===== src/hdl/mbeq_mac.sv =====
// ----------------------------------------------------------------------------
// mbeq_mac: shared multiplier
// Operands are registered on a load, and the 65-bit product is registered
// from the operand registers.
// ----------------------------------------------------------------------------
module mbeq_mac (
    input  logic               i_clk,
    input  logic               i_ld,
    input  logic signed [32:0] i_a,
    input  logic signed [31:0] i_b,
    output logic signed [64:0] o_prod
);

    logic signed [32:0] r_a;
    logic signed [31:0] r_b;
    logic signed [64:0] r_prod;

    always_ff @(posedge i_clk) begin
        if (i_ld) begin
            r_a <= i_a;
            r_b <= i_b;
        end
        r_prod <= 65'(r_a) * 65'(r_b);
    end

    assign o_prod = r_prod;

endmodule


===== config.mk =====
export PLATFORM = sky130hd
export DESIGN_NAME = mbeq_mac
export DESIGN_NICKNAME = d
export VERILOG_FILES = /design/src/hdl/mbeq_mac.sv
export SDC_FILE = /design/constraint.sdc
export NUM_CORES = 2
export LEC_CHECK = 0
export ABC_AREA = 1
export BUFFER_PORTS_ARGS = -buffer_cell sky130_fd_sc_hd__buf_2
export CAP_MARGIN = 20
export CORE_ASPECT_RATIO = 0.75
export CORE_UTILIZATION = 31
export CTS_CLUSTER_DIAMETER = 80
export DETAILED_ROUTE_END_ITERATION = 8
export GPL_ROUTABILITY_DRIVEN = 0
export GPL_TIMING_DRIVEN = 0
export PLACE_DENSITY = 0.44
export SKIP_CTS_REPAIR_TIMING = 1
export SLEW_MARGIN = 40
export SYNTH_ARGS = -nofsm -noshare
export SYNTH_HDL_FRONTEND = slang
export SYNTH_SLANG_ARGS = --single-unit

===== constraint.sdc =====
create_clock -name i_clk -period 20.2 [get_ports i_clk]
set_clock_uncertainty 0.2 [all_clocks]
set_input_delay 2.02 -clock i_clk [delete_from_list [all_inputs] [get_ports i_clk]]
set_output_delay 2.02 -clock i_clk [all_outputs]
set_load 0.02 [all_outputs]

==> results.yml <==
status:
  outcome: "complete, no violations"
finish:
  final-instance-count-excl-fill: 7357
  synthToLayoutAreaGrowth_pct: 8.829
  fin_nets: 6846
  fin_util: 0.3402
  fillers: 15010
  drive_above_1_share: 0.06644
floorplan:
  start_util: 0.3126
  design.core.area_sq_mm: 0.1382
  io_pins: 132
  dieArea_sq_mm: 0.1409
  num_rows: 118
  die_w_um: 433.0
  die_h_um: 325.3
logic_synthesis:
  synth-edff-count: 65
  synth.avg_cell_area_sq_um: 8.104
  synthArstFlopShare: 0
  synthCells: 5330
  synth.largest_area_cell: "fa_1"
  synth_cell_types: 36
  ys_seq_area_frac: 0.07531
  ys_warn_count: 0
  synthFlopType: "edfxtp_1"
  synth_top_area_frac: 0.5154
  yosysMostFrequentCell: "inv_1"
  synth.area.top_cells: "fa_1 52%, inv_1 15%, nand2_1 13%"
  synth_commonest_cells: "1744 x inv_1, 1518 x nand2_1, 1112 x fa_1, 222 x clkbuf_1, 186 x ha_1"
  ys_ff_latch: 130
  syn_nets: 6695
  netlist_area_sq_mm: 0.04320
setup_path:
  crit_type: "register to register"
  cp-start-kind: "register"
  critPathTopFamily: "adder cells"
  slowest_delay_ns: 0.95
  crit_required_ns: 20.42
  arrival_ns: 9.94
  cp-end-kind: "register"
  critPathBufInv: 9
  worstPathMaxFanout: 12
  slowest_stage: "fa_2"
routing:
  post_drt_wl_per_cell_um: 25.53
  routed_wirelength_mm: 187.8
  drt_iter0_drc: 3788
  vias: 34800
  drt_pre_antenna_iters: 5
  ant_nets: 0
  detail_route.vias_per_cell: 4.730
  drcViolationCount: 0
clocking:
  clk_latency_ns: 0.58
  h-tree-depth: 4
  cts_tree: "built"
  cts-buffers-inserted: 17
  cts-root-buf: "clkbuf_16"
  path_clk_slew_ns: 0.12
  cts.sinks: 130
  ctsLongestPathBuffers: 2
global_routing:
  antenna_found_initial: 4
  grt_pass1_wl_mm: 267.8
  grt_max_degree: 41
  grt_usage: 0.2750
  overflow: 0
  grt_pass1_vias: 36050
placed_design:
  dp_cells: 7322
  dp_hpwl_mm: 156.6
  port-buffer-count: 131
sta:
  rsz0062_at_grt: "no"
  hold_violations: 0
  relSlewSlack: 0.3329
  slew_viol_final: 0
  setup_tns_ns: 0
  fin_crit_sh: 0.4811
  setup_viol: 0
  worst_pin_slew_ns: 1.001
  period_needed_ns: 9.718
  hold_slack_ns: 0.5368
  fmax_mhz: 102.9
hold_path:
  hp-class: "register to register"
run:
  drv_cap: 0
==> metrics by stage <==
stage	cell area (sq um)	setup WS [ns]
4_1_cts	47000	10.73
3_5_place_dp	46400	10.83
6_report	47010	10.48
3_3_place_gp	46180	9.923
2_1_floorplan	43200	12.86
5_1_grt	47010	10.21
==> worst paths after layout <==
| check | from | to | slack, ns | cells after the start |
|---|---|---|---|---|
| worst max-delay path | r_b[7]$_DFFE_PP_ | o_prod[58]$_DFF_P_ | 10.48 | 27 |
| worst min-delay path | r_b[0]$_DFFE_PP_ | o_prod[0]$_DFF_P_ | 0.54 | 3 |
| worst max register to register | r_b[7]$_DFFE_PP_ | o_prod[58]$_DFF_P_ | 10.48 | 27 |
| worst min register to register | r_b[0]$_DFFE_PP_ | o_prod[0]$_DFF_P_ | 0.54 | 3 |
==> area by class of cell <==
cell class / count / area (sq um) / area share
diodes: 3 / 7.507 / 0.0001597
plain buffers: 226 / 1039 / 0.02209
clock buffers: 19 / 464.2 / 0.009874
clock inverters: 13 / 126.4 / 0.002688
inverters: 1747 / 6558 / 0.1395
multi-input cells: 3227 / 32540 / 0.6922
flip-flops and latches: 130 / 3253 / 0.06920
well taps: 1860 / 2327 / 0.04950
repair buffers: 132 / 693.2 / 0.01475
==> cells by family (layout without fill, tap and decap cells) <==
logic type                 Yosys count  count (layout)  synth area share
buffers and inverters             1973            2137            0.1714
AOI/OAI and AO/OA                   96              96           0.01222
DFF                                130             130           0.07531
xor gates and xnor gates            35              35          0.007097
other                                0               3                 0
and+or+nand+nor                   1798            1798            0.1647
adders and majority gates         1298            1298            0.5692
==> cell usage in the layout (no fill, tap or decap), types with 7 or more instances in the layout <==
cell	count
xor2_1	32
o21ai_0	15
inv_1	1744
edfxtp_1	65
fa_1	1110
nor2_2	10
clkbuf_1	73
nand4_1	21
ha_1	186
a21oi_1	61
nand3_1	76
nand3_2	7
nand2_1	1518
buf_2	133
clkbuf_16	18
nor2_1	124
nand2_2	12
clkbuf_2	149
dfxtp_1	65
o21bai_1	14
==> tightest hold or removal path: stages, from the launching register on <==
cell and delay, ns:
edfxtp_1 0.37, clkbuf_1 0.19, nand2_1 0.11, inv_1 0.03
==> sequential cells by signal, summed over array words and instances, names as in the netlist <==
signal and flops:
r_b 32, r_a 33, o_prod 65
==> layer usage <==
layer	track usage	vias to the layer above	routed length, um
met2	0.3619	1827	71750
met5	0	-	131
met3	0.1125	220	26150
met1	0.4105	17850	85200
met4	0.06506	4	4572
li1	-	14900	-
Power is not shown: default switching activity piles up to over one toggle a cycle in this logic, so the estimate is an artifact.
